File: config.mk
export PLATFORM = sky130hd
export DESIGN_NAME = decimating_dc_blocking_filter_top
export DESIGN_NICKNAME = d
export VERILOG_FILES = /design/src/rtl/dcbf_pkg.sv /design/src/rtl/dcbf_accum.sv /design/src/rtl/dcbf_iir.sv /design/src/rtl/decimating_dc_blocking_filter_top.sv
export SDC_FILE = /design/constraint.sdc
export NUM_CORES = 1
export LEC_CHECK = 0
export BUFFER_PORTS_ARGS = -buffer_cell sky130_fd_sc_hd__buf_2
export CAP_MARGIN = 20
export CORE_MARGIN = 2
export CORE_UTILIZATION = 60
export CTS_CLUSTER_SIZE = 10
export DETAILED_ROUTE_END_ITERATION = 16
export PLACE_DENSITY = 0.81
export SYNTH_ARGS = -nofsm -noshare
export SYNTH_HDL_FRONTEND = slang
export SYNTH_HIERARCHICAL = 1
export SYNTH_SLANG_ARGS = --single-unit
File: constraint.sdc
create_clock -name clk -period 9 [get_ports clk]
set_input_delay 0 -clock clk [delete_from_list [all_inputs] [get_ports clk]]
set_output_delay 0 -clock clk [all_outputs]
set_load 0.005 [all_outputs]
File: src/rtl/dcbf_pkg.sv
// ============================================================================
// dcbf_pkg: shared constants for the decimating DC-blocking filter
// Widths, register indexes and filter coefficient used by all modules.
// ============================================================================
package dcbf_pkg;

    localparam int SAMPLE_W       = 16;
    localparam int SUM_W          = 24;   // holds up to MAX_DECIMATION samples
    localparam int X_W            = 28;   // group sum after a left shift of 4
    localparam int Y_W            = 32;   // unsaturated filter state
    localparam int CNT_W          = 8;
    localparam int CFG_W          = 8;    // widest configuration register
    localparam int SHIFT_W        = 5;
    localparam int COEF_W         = 17;   // signed coefficient width
    localparam int PROD_W         = Y_W + COEF_W;
    localparam int FRAC_W         = 16;   // coefficient scale 1/65536

    localparam logic [CNT_W-1:0]        MAX_DECIMATION = 8'd128;
    localparam logic signed [SHIFT_W-1:0] SHIFT_MIN    = -5'sd12;
    localparam logic signed [SHIFT_W-1:0] SHIFT_MAX    = 5'sd4;
    localparam logic signed [COEF_W-1:0]  DCB_NUM      = 17'sd65208;  // 0.995

    // register indexes of the configuration port
    localparam logic REG_DECIM_FACTOR = 1'b0;
    localparam logic REG_SHIFT_AMOUNT = 1'b1;

    localparam logic [CFG_W-1:0]         DECIM_RESET = 8'd32;
    localparam logic signed [SHIFT_W-1:0] SHIFT_RESET = -5'sd1;

endpackage

File: src/rtl/dcbf_accum.sv
// ============================================================================
// dcbf_accum: input register, group accumulator and normalizing shift
// Sums raw samples per group and hands the shifted group sum downstream.
// ============================================================================
module dcbf_accum (
    input  logic                                   clk,
    input  logic                                   rst_n,
    input  logic                                   in_valid,
    output logic                                   in_stall,
    input  logic signed [dcbf_pkg::SAMPLE_W-1:0]   raw_sample,
    input  logic [dcbf_pkg::CFG_W-1:0]             decim_factor,
    input  logic signed [dcbf_pkg::SHIFT_W-1:0]    shift_amount,
    output logic                                   x_valid,
    output logic signed [dcbf_pkg::X_W-1:0]        x_level,
    input  logic                                   x_ready
);

    logic                                  in_valid_reg, in_valid_next;
    logic signed [dcbf_pkg::SAMPLE_W-1:0]  in_data_reg;
    logic signed [dcbf_pkg::SUM_W-1:0]     sum_reg, sum_next;
    logic [dcbf_pkg::CNT_W-1:0]            count_reg, count_next;
    logic                                  x_valid_reg, x_valid_next;
    logic signed [dcbf_pkg::X_W-1:0]       x_reg;

    logic [dcbf_pkg::CNT_W-1:0]            eff_factor;
    logic [dcbf_pkg::CNT_W-1:0]            count_inc;
    logic signed [dcbf_pkg::SUM_W-1:0]     sum_inc;
    logic                                  group_done;
    logic                                  x_free;
    logic                                  take;
    logic                                  load_in;
    logic signed [dcbf_pkg::SHIFT_W-1:0]   sh_clamp;
    logic [2:0]                            sh_left;
    logic [3:0]                            sh_right;
    logic signed [dcbf_pkg::X_W-1:0]       sum_ext;
    logic signed [dcbf_pkg::X_W-1:0]       x_calc;

    always_comb
    begin
        if (decim_factor == '0)
        begin
            eff_factor = dcbf_pkg::CNT_W'(1);
        end
        else if (decim_factor > dcbf_pkg::MAX_DECIMATION)
        begin
            eff_factor = dcbf_pkg::MAX_DECIMATION;
        end
        else
        begin
            eff_factor = decim_factor;
        end
    end

    always_comb
    begin
        if (shift_amount < dcbf_pkg::SHIFT_MIN)
        begin
            sh_clamp = dcbf_pkg::SHIFT_MIN;
        end
        else if (shift_amount > dcbf_pkg::SHIFT_MAX)
        begin
            sh_clamp = dcbf_pkg::SHIFT_MAX;
        end
        else
        begin
            sh_clamp = shift_amount;
        end
        sh_left  = sh_clamp[dcbf_pkg::SHIFT_W-1] ? 3'd0 : sh_clamp[2:0];
        sh_right = sh_clamp[dcbf_pkg::SHIFT_W-1] ? 4'((~sh_clamp) + 5'sd1) : 4'd0;
    end

    assign count_inc  = count_reg + dcbf_pkg::CNT_W'(1);
    assign sum_inc    = sum_reg + dcbf_pkg::SUM_W'(in_data_reg);
    assign group_done = (count_inc >= eff_factor);
    assign sum_ext    = dcbf_pkg::X_W'(sum_inc);

    // arithmetic right shift floors, matching the group normalization
    assign x_calc = sh_clamp[dcbf_pkg::SHIFT_W-1] ? (sum_ext >>> sh_right)
                                                  : (sum_ext <<< sh_left);

    assign x_free   = !x_valid_reg || x_ready;
    assign take     = in_valid_reg && (!group_done || x_free);
    assign in_stall = in_valid_reg && !take;
    assign load_in  = !in_stall;

    always_comb
    begin
        in_valid_next = in_valid_reg;
        sum_next      = sum_reg;
        count_next    = count_reg;
        x_valid_next  = x_valid_reg && !x_ready;
        if (load_in)
        begin
            in_valid_next = in_valid;
        end
        if (take)
        begin
            if (group_done)
            begin
                sum_next     = '0;
                count_next   = '0;
                x_valid_next = 1'b1;
            end
            else
            begin
                sum_next   = sum_inc;
                count_next = count_inc;
            end
        end
    end

    always_ff @(posedge clk or negedge rst_n)
    begin
        if (!rst_n)
        begin
            in_valid_reg <= 1'b0;
            sum_reg      <= '0;
            count_reg    <= '0;
            x_valid_reg  <= 1'b0;
        end
        else
        begin
            in_valid_reg <= in_valid_next;
            sum_reg      <= sum_next;
            count_reg    <= count_next;
            x_valid_reg  <= x_valid_next;
        end
    end

    always_ff @(posedge clk)
    begin
        if (load_in)
        begin
            in_data_reg <= raw_sample;
        end
        if (take && group_done)
        begin
            x_reg <= x_calc;
        end
    end

    assign x_valid = x_valid_reg;
    assign x_level = x_reg;

endmodule

File: src/rtl/dcbf_iir.sv
// ============================================================================
// dcbf_iir: one-pole DC-blocking high-pass and output register
// y = x - x_prev + trunc(0.995 * y_prev), saturated to 16 bits on output.
// ============================================================================
module dcbf_iir (
    input  logic                                   clk,
    input  logic                                   rst_n,
    input  logic                                   x_valid,
    input  logic signed [dcbf_pkg::X_W-1:0]        x_level,
    output logic                                   x_ready,
    output logic                                   out_valid,
    input  logic                                   out_stall,
    output logic signed [dcbf_pkg::SAMPLE_W-1:0]   filtered_sample,
    output logic                                   clipped
);

    logic signed [dcbf_pkg::Y_W-1:0]       y_reg, y_next;
    logic signed [dcbf_pkg::X_W-1:0]       xprev_reg, xprev_next;
    logic                                  out_valid_reg, out_valid_next;
    logic signed [dcbf_pkg::SAMPLE_W-1:0]  sample_reg;
    logic                                  clip_reg;

    logic signed [dcbf_pkg::PROD_W-1:0]    prod;
    logic signed [dcbf_pkg::Y_W-1:0]       q;
    logic signed [dcbf_pkg::Y_W-1:0]       y_calc;
    logic signed [dcbf_pkg::SAMPLE_W-1:0]  sat;
    logic                                  clip;
    logic                                  out_free;
    logic                                  fire;

    assign prod = dcbf_pkg::PROD_W'(y_reg) * dcbf_pkg::PROD_W'(dcbf_pkg::DCB_NUM);

    // floor shift, then step back up for a negative product with a fraction
    assign q = prod[dcbf_pkg::FRAC_W +: dcbf_pkg::Y_W]
             + dcbf_pkg::Y_W'(prod[dcbf_pkg::PROD_W-1] && (|prod[dcbf_pkg::FRAC_W-1:0]));

    assign y_calc = dcbf_pkg::Y_W'(x_level) - dcbf_pkg::Y_W'(xprev_reg) + q;

    always_comb
    begin
        if (y_calc[dcbf_pkg::Y_W-1:dcbf_pkg::SAMPLE_W-1] == '0 ||
            y_calc[dcbf_pkg::Y_W-1:dcbf_pkg::SAMPLE_W-1] == '1)
        begin
            sat  = y_calc[dcbf_pkg::SAMPLE_W-1:0];
            clip = 1'b0;
        end
        else if (y_calc[dcbf_pkg::Y_W-1])
        begin
            sat  = {1'b1, {(dcbf_pkg::SAMPLE_W-1){1'b0}}};
            clip = 1'b1;
        end
        else
        begin
            sat  = {1'b0, {(dcbf_pkg::SAMPLE_W-1){1'b1}}};
            clip = 1'b1;
        end
    end

    assign out_free = !out_valid_reg || !out_stall;
    assign fire     = x_valid && out_free;
    assign x_ready  = out_free;

    always_comb
    begin
        y_next         = y_reg;
        xprev_next     = xprev_reg;
        out_valid_next = out_valid_reg && out_stall;
        if (fire)
        begin
            y_next         = y_calc;
            xprev_next     = x_level;
            out_valid_next = 1'b1;
        end
    end

    always_ff @(posedge clk or negedge rst_n)
    begin
        if (!rst_n)
        begin
            y_reg         <= '0;
            xprev_reg     <= '0;
            out_valid_reg <= 1'b0;
        end
        else
        begin
            y_reg         <= y_next;
            xprev_reg     <= xprev_next;
            out_valid_reg <= out_valid_next;
        end
    end

    always_ff @(posedge clk)
    begin
        if (fire)
        begin
            sample_reg <= sat;
            clip_reg   <= clip;
        end
    end

    assign out_valid       = out_valid_reg;
    assign filtered_sample = sample_reg;
    assign clipped         = clip_reg;

endmodule

File: src/rtl/decimating_dc_blocking_filter_top.sv
// ============================================================================
// decimating_dc_blocking_filter_top: boxcar decimator with DC-blocking IIR
// Groups raw samples, normalizes each group sum by a signed shift and runs
// the result through a one-pole high-pass; emits one saturated sample per
// group with a clip flag.
// ============================================================================
//
//  channel | handshake            | payload
//  --------+----------------------+---------------------------------
//  in      | in_valid / in_stall  | raw_sample
//  out     | out_valid / out_stall| filtered_sample, clipped
//  cfg     | cfg_we (no wait)     | cfg_index, cfg_data
//
//  One raw item accepted per cycle while in_stall is low. Three register
//  stages: input register, normalized-sum register and output register;
//  a group's result is offered once its closing item has moved through
//  the input and normalized-sum registers to the output register. The filter
//  recursion (multiply by 0.995, add) closes in the filter stage.
//  Items that do not close a group keep flowing while a result waits in
//  the output register; in_stall rises only when a closing item finds the
//  downstream stages full.
//  Reset clears group count/sum, filter history and all valid flags, and
//  sets decim_factor to 32 and shift_amount to -1.
// ============================================================================
module decimating_dc_blocking_filter_top (
    input  logic                                   clk,
    input  logic                                   rst_n,
    // configuration
    input  logic                                   cfg_we,
    input  logic                                   cfg_index,
    input  logic [dcbf_pkg::CFG_W-1:0]             cfg_data,
    // raw sample channel
    input  logic                                   in_valid,
    output logic                                   in_stall,
    input  logic signed [dcbf_pkg::SAMPLE_W-1:0]   raw_sample,
    // filtered sample channel
    output logic                                   out_valid,
    input  logic                                   out_stall,
    output logic signed [dcbf_pkg::SAMPLE_W-1:0]   filtered_sample,
    output logic                                   clipped
);

    logic [dcbf_pkg::CFG_W-1:0]           decim_reg, decim_next;
    logic signed [dcbf_pkg::SHIFT_W-1:0]  shift_reg, shift_next;

    logic                                 x_valid;
    logic                                 x_ready;
    logic signed [dcbf_pkg::X_W-1:0]      x_level;

    // configuration registers, written only while idle (user rule, unchecked)
    always_comb
    begin
        decim_next = decim_reg;
        shift_next = shift_reg;
        if (cfg_we)
        begin
            case (cfg_index)
                dcbf_pkg::REG_DECIM_FACTOR: decim_next = cfg_data;
                dcbf_pkg::REG_SHIFT_AMOUNT: shift_next = cfg_data[dcbf_pkg::SHIFT_W-1:0];
                default:                    decim_next = decim_reg;
            endcase
        end
    end

    always_ff @(posedge clk or negedge rst_n)
    begin
        if (!rst_n)
        begin
            decim_reg <= dcbf_pkg::DECIM_RESET;
            shift_reg <= dcbf_pkg::SHIFT_RESET;
        end
        else
        begin
            decim_reg <= decim_next;
            shift_reg <= shift_next;
        end
    end

    // group accumulation and normalizing shift
    dcbf_accum u_accum (
        .clk          (clk),
        .rst_n        (rst_n),
        .in_valid     (in_valid),
        .in_stall     (in_stall),
        .raw_sample   (raw_sample),
        .decim_factor (decim_reg),
        .shift_amount (shift_reg),
        .x_valid      (x_valid),
        .x_level      (x_level),
        .x_ready      (x_ready)
    );

    // DC-blocking high-pass and output register
    dcbf_iir u_iir (
        .clk             (clk),
        .rst_n           (rst_n),
        .x_valid         (x_valid),
        .x_level         (x_level),
        .x_ready         (x_ready),
        .out_valid       (out_valid),
        .out_stall       (out_stall),
        .filtered_sample (filtered_sample),
        .clipped         (clipped)
    );

endmodule

==> flow_metrics.py, run 1 <==
metrics = {
    "setup_path": {
        "cp_max_fo": 16,
        "critical_path.max_stage_delay_ns": 0.59,
        "cp_slowest_cell": "fa_1",
        "worstSetupEndpointType": "flop",
        "crit_required_ns": 9.20,
        "crit_type": "reg -> reg",
        "start_kind": "flop",
        "cp_num_buf_inv": 6,
        "crit_arrival_ns": 9.69,
        "critical_path.top_delay_family": "adder cells",
        "cpMostUsedCell": "fa_1",
    },
    "clock_network": {
        "htreeDepth": 4,
        "cts_tree": "yes",
        "cts_buffers": 17,
        "cts-root-buf": "clkbuf_16",
        "clockBufferDepth": 2,
        "clk_transition_reported_paths_ns": 0.08,
        "worstSkewPairLatency_ns": 0.45,
        "clkSinkCount": 169,
    },
    "sta": {
        "tightest_slew_ns": 1.19,
        "setup_slack_ns": -0.489,
        "relSlewSlack_pct": 20.0,
        "setup_viol": 16,
        "timing.final.crit_share_pct": 105,
        "final-hold-violation-count": 0,
        "skew_ns": 0.0209,
        "max_clock_freq_mhz": 105,
        "finalCriticalPeriod_ns": 9.49,
        "rsz0062_at_grt": "true",
        "drv_slew": 0,
    },
    "logic_synthesis": {
        "synth_cell_types": 95,
        "netlist_instances": 2471,
        "ys_seq_area_share_pct": 19.6,
        "async_flop_share_pct": 63.9,
        "mappedNetlistNets": 3029,
        "ys_dominant_reg_cell": "dfrtp_1",
        "ys_seq_elements": 169,
        "synth_edf_count": 61,
        "avgSynthCellArea_um2": 9.38,
        "yosysWarnings": 6,
        "syn_area_um2": 23200,
    },
    "grt": {
        "grt_usage_pct": 34.9,
        "grt_max_degree": 78,
        "grt_overflow_total": 0,
        "grt_pass1_vias": 21412,
        "grt_pass1_wl_mm": 111,
        "antenna_found_initial": 2,
    },
    "place": {
        "hpwl_mm": 54.2,
        "place_area_um2": 26100,
        "globalplace.congestion": 1.01,
        "io_buffer_count": 48,
    },
    "layout": {
        "final_area_um2": 27900,
        "final_nets": 3392,
        "drive_gt1_share_pct": 21.3,
        "largest_reg_flops": 32,
        "insertedDiodeCount": 0,
        "area_growth_pct": 20.2,
    },
    "detailed_routing": {
        "first_pass_iters": 8,
        "wl_per_cell_um": 20.5,
        "drt_iter0_markers": 1784,
        "avgViaCountPerCell": 5.98,
        "vias": 20093,
        "drc": 0,
        "ant_nets": 0,
        "wirelength_mm": 68.8,
    },
    "run_status": {
        "status": "finished, violations left",
        "violations": "setup timing",
    },
    "min_path": {
        "hp-class": "in -> reg",
    },
    "floorplan": {
        "io_pins": 49,
        "floorplan.initialDensity_pct": 61.2,
        "die_h_um": 201,
        "die_width_um": 201,
        "rows": 71,
        "dieArea_um2": 40200,
        "core-area_um2": 37800,
    },
    "job": {
        "drv_cap": 0,
    },
}
-- Yosys cell counts (6+ instances only) --
master	n	area share (%)
a211o_1	6	0.23
a211oi_1	29	0.94
a21o_1	69	2.2
a21oi_1	145	3.1
a221oi_1	9	0.34
a22o_1	27	1.0
a22oi_1	11	0.36
a31oi_1	16	0.43
and2_1	12	0.32
and3_1	13	0.35
and4_1	10	0.38
buf_2	6	0.13
clkbuf_1	61	0.99
dfrtp_1	102	11
dfstp_2	6	0.68
edfxtp_1	61	7.9
fa_1	295	25
ha_1	233	13
inv_1	448	7.3
mux2_2	15	0.73
mux2i_1	22	0.95
nand2_1	199	3.2
nand2b_1	14	0.38
nand3_1	30	0.65
nand4_1	20	0.54
nor2_1	123	2.0
nor3_1	25	0.54
nor4_1	8	0.22
o211ai_1	20	0.65
o21a_1	9	0.29
o21ai_0	130	2.8
o21ai_1	6	0.13
o21bai_1	16	0.52
o221ai_1	12	0.45
o22ai_1	11	0.30
o31ai_1	11	0.36
or3_1	8	0.22
xnor2_1	65	2.5
xor2_1	60	2.3
-- worst min-delay path, cell delays in order --
cell and delay [ns]:
buf_2 0.10, nand2_1 0.16, mux2_2 0.18
-- path summary, 6_finish.rpt --
| kind | from | to | slack [ns] | cells after the start |
|---|---|---|---|---|
| worst max-delay path | u_iir/y_reg[4] | u_iir/filtered_sample[4] | -0.49 | 33 |
| max in group asynchronous | rst_n | u_iir/y_reg[9] | 7.45 | 3 |
| min in group asynchronous | rst_n | u_accum/count_reg[6] | 0.18 | 2 |
| worst min register to register | u_accum/sum_reg[7] | u_accum/sum_reg[7] | 0.50 | 1 |
| worst max register to register | u_iir/y_reg[4] | u_iir/filtered_sample[4] | -0.49 | 33 |
| worst min-delay path | cfg_we | shift_reg[3] | 0.03 | 3 |
-- final cells by class --
cell class,count,area [um2]
multi-input cells,1779,17200
fillers,2665,9980
flip-flops and latches,169,4560
repair buffers,415,3150
inverters,452,1700
well taps,511,639
clock buffers,20,468
clock inverters,12,104
-- cell usage in the layout (no fill, tap or decap), types with 16 or more instances in the layout --
cell type,count
nand2_1,198
inv_1,423
edfxtp_1,61
xor2_1,55
o211ai_1,20
xnor2_1,63
o21ai_0,118
buf_4,325
nand4_1,20
nor3_1,23
a21o_1,69
a211oi_1,25
nor2_1,118
dfrtp_1,91
ha_1,216
clkbuf_16,18
fa_1,281
inv_2,25
o21bai_1,16
mux2i_1,22
a22o_1,27
a21oi_1,133
nand3_1,29
dlygate4sd3_1,32
buf_2,47
-- per-stage QoR --
stage / setup slack, ns / setup TNS [ns] / instances / util, % / hold slack, ns
floorplan: 0.0531 / 0 / 2471 / - / -0.296
global placement: -0.331 / -4.24 / 3256 / 69.1 / 0.108
detailed placement: -0.516 / -7.27 / 3256 / 69.1 / 0.120
CTS: -0.170 / -1.96 / 3348 / 73.1 / 0.0169
global route: -0.642 / -9.95 / 3358 / 73.6 / 0.0515
finish: -0.489 / -7.46 / 3358 / 73.6 / 0.0328
-- cells by family (layout without fill, tap and decap cells) --
family / Yosys count / after routing / synth area share (%)
and+or+nand+nor: 490 / 490 / 9.83
adders and majority gates: 528 / 528 / 38.1
buffers and inverters: 523 / 899 / 8.57
DFF: 169 / 169 / 19.6
AOI/OAI and AO/OA: 595 / 595 / 17.2
xor gates and xnor gates: 128 / 128 / 4.96
muxes: 38 / 38 / 1.78
-- per-layer routing --
metal | global-route usage (%) | up-vias | part of all wire [%]
met1 | 43.1 | 9899 | 39
met5 | 0 | - | 0.032
li1 | - | 9058 | -
met3 | 5.78 | 210 | 7.1
met2 | 61.2 | 922 | 49
met4 | 13.7 | 4 | 4.2
-- what timing repair did --
item	CTS	global route
hold buffers	32	0
endpoints found under the hold margin	87	0
setup endpoints to repair	18	18
resized for setup	93	31
cloned	1	0
pin swaps	27	44
buffers inserted	27	11
Power of run 1 is left out: the tool's default activity adds up to more than one toggle a clock period on the data nets, which glitch-free logic cannot reach.
==> inputs of run 2 (changes only) <==
Settings changed: ABC_AREA set to 1, BUFFER_PORTS_ARGS -buffer_cell sky130_fd_sc_hd__buf_2 to -buffer_cell sky130_fd_sc_hd__clkbuf_2, SLEW_MARGIN set to 20.
==> run 2 against run 1 <==
The flow now finishes without violations. Fmax rose by 8.9%. Die area up 8.8%. Synthesized cell count rose by 36%. Largest cell class unchanged. Clock skew decreased by 0.010 ns. Routed wire length increased by 2.9%. Critical endpoint unchanged.
==> flow_metrics.py, run 2 <==
metrics = {
    "run_status": {
        "status": "finished, final reports clean",
    },
    "floorplan": {
        "core-area_um2": 41800,
        "die_h_um": 209,
        "die_width_um": 209,
        "rows": 75,
        "io_pins": 49,
        "dieArea_um2": 43700,
        "floorplan.initialDensity_pct": 60.5,
    },
    "layout": {
        "mostFrequentLayoutCells": "863 x nand2_1, 764 x inv_1, 295 x fa_1, 233 x ha_1, 224 x nand3_1",
        "regArea_um2": 4560,
        "multi_input_area_um2": 17600,
        "insertedDiodeCount": 0,
        "n_fill_cell": 3611,
        "largest_reg_flops": 32,
        "final_nets": 4011,
        "final_common_cell": "nand2_1",
        "area_growth_pct": 8.19,
        "drive_gt1_share_pct": 6.58,
    },
    "setup_path": {
        "worstSetupEndpointType": "flop",
        "cp_max_fo": 16,
        "critical_path.max_stage_delay_ns": 0.63,
        "crit_arrival_ns": 8.92,
        "cp_slowest_cell": "dfrtp_1",
        "start_kind": "flop",
        "critical_path.top_delay_family": "adder cells",
        "crit_type": "reg -> reg",
        "cp_num_buf_inv": 8,
        "crit_required_ns": 9.21,
    },
    "logic_synthesis": {
        "synth-xor-area-share_pct": 3.33,
        "synth_edf_count": 61,
        "synth_top_area_cell": "fa_1",
        "synth_fa_ha_area_share_pct": 34.9,
        "synth_cell_types": 50,
        "synth_top_family_by_area": "adder cells",
        "mappedNetlistNets": 3919,
        "synthMuxAreaShare_pct": 0.124,
        "ys_seq_area_share_pct": 18.0,
        "async_flop_share_pct": 63.9,
        "synthSimpleGateAreaFrac_pct": 23.2,
        "netlist_instances": 3361,
        "synth.top_cell.area_share_pct": 23.4,
        "ys_dominant_reg_cell": "dfrtp_1",
        "synthTopCellsByArea": "fa_1 23%, nand2_1 13%, ha_1 12%",
        "avgSynthCellArea_um2": 7.51,
        "yosysMostFrequentCell": "nand2_1",
        "syn_area_um2": 25200,
        "ys_seq_elements": 169,
        "yosysWarnings": 6,
        "synthTopCellsByCount": "864 x nand2_1, 769 x inv_1, 295 x fa_1, 233 x ha_1, 224 x nand3_1",
        "synth_compound_area_share_pct": 7.79,
    },
    "sta": {
        "relSlewSlack_pct": 36.3,
        "skew_ns": 0.0108,
        "finalCriticalPeriod_ns": 8.71,
        "drv_slew": 0,
        "max_clock_freq_mhz": 115,
        "final-hold-violation-count": 0,
        "hold_ws_ns": 0.0993,
        "setup_viol": 0,
        "timing.final.crit_share_pct": 96.8,
        "tightest_slew_ns": 0.951,
    },
    "grt": {
        "groute.layer.met1.usage_pct": 42.6,
        "grt_use_met2_pct": 58.3,
        "antenna_found_initial": 0,
        "grt_use_met3_pct": 4.19,
        "grt_pass1_vias": 22214,
        "grt_overflow_total": 0,
        "grt_usage_pct": 33.6,
        "grt_max_degree": 80,
        "grt_pass1_wl_mm": 114,
        "grt_busiest_layer": "met2",
    },
    "detailed_routing": {
        "wl_per_cell_um": 17.7,
        "drc": 0,
        "wirelength_mm": 70.8,
        "avgViaCountPerCell": 5.48,
        "vias": 21955,
        "first_pass_iters": 8,
        "drt_iter0_markers": 1856,
        "ant_nets": 0,
    },
    "place": {
        "globalplace.congestion": 1.01,
        "hpwl_mm": 57.8,
        "io_buffer_count": 48,
    },
    "clock_network": {
        "clk_transition_reported_paths_ns": 0.08,
        "cts_buffers": 17,
        "clockBufferDepth": 2,
        "clkSinkCount": 169,
        "cts-root-buf": "clkbuf_16",
        "cts_tree": "yes",
        "worstSkewPairLatency_ns": 0.46,
        "htreeDepth": 4,
    },
    "job": {
        "drv_cap": 0,
    },
    "min_path": {
        "hp-class": "in -> async",
    },
}
-- run 2: worst reg2reg max path: cells and delay by family (launching register included) --
kind | cells | cell delay [ns]
fa+ha+maj | 9 | 4.26
simple gates | 12 | 1.32
compound gates | 5 | 0.99
buf+inv | 8 | 0.72
flops | 1 | 0.63
xor+xnor | 1 | 0.53
-- run 2: final timing paths --
check | startpoint | endpoint | slack [ns] | cells past startpoint
max reg2reg | u_iir/y_reg[21] | u_iir/filtered_sample[4] | 0.29 | 35
min | rst_n | u_accum/sum_reg[9] | 0.1 | 2
max | u_iir/y_reg[21] | u_iir/filtered_sample[4] | 0.29 | 35
min reg2reg | decim_reg[5] | decim_reg[5] | 0.50 | 2
max in group asynchronous | rst_n | u_iir/y_reg[30] | 7.53 | 3
min in group clk | raw_sample[13] | u_accum/in_data_reg[13] | 0.25 | 2
-- run 2: area by class of cell --
class	count	share of cell area [%]
multi-input combinational	2362	64.3
tap	539	2.47
inverter	777	10.7
clock buffer	21	1.85
timing repair buffer	126	3.48
clock inverter	11	0.495
sequential	169	16.7
-- run 2: through the flow --
step	worst slack (ns)	util, %	instances	area, um2	TNS [ns]
final	0.290	65.4	4005	27300	0
after global routing	-0.00257	65.4	4005	27300	-0.00257
after CTS	0.262	64.9	3990	27100	0
after detailed placement	0.285	62.4	3917	26100	0
after global placement	0.411	62.4	3917	26100	0
after floorplan	0.515	-	3361	25200	0
-- run 2: what timing repair did --
item                                    CTS  global route
endpoints found under the hold margin    83             0
setup buffers                             0            14
gates resized for setup                   0            22
endpoints found under the setup margin    0            17
hold buffers                             41             0
-- run 2: cells by family after synthesis --
group           Yosys count
compound gates          356
xor+xnor                 96
fa+ha+maj               528
buf+inv                 830
flops                   169
mux                       3
simple gates           1379
-- run 2: per-layer routing --
metal | share of wire (%) | wire length [um]
met5 | 0 | 0
met4 | 4.4 | 3130
met3 | 5.5 | 3910
met2 | 49 | 34600
met1 | 41 | 29200
Power of run 2 is left out for the same reason.
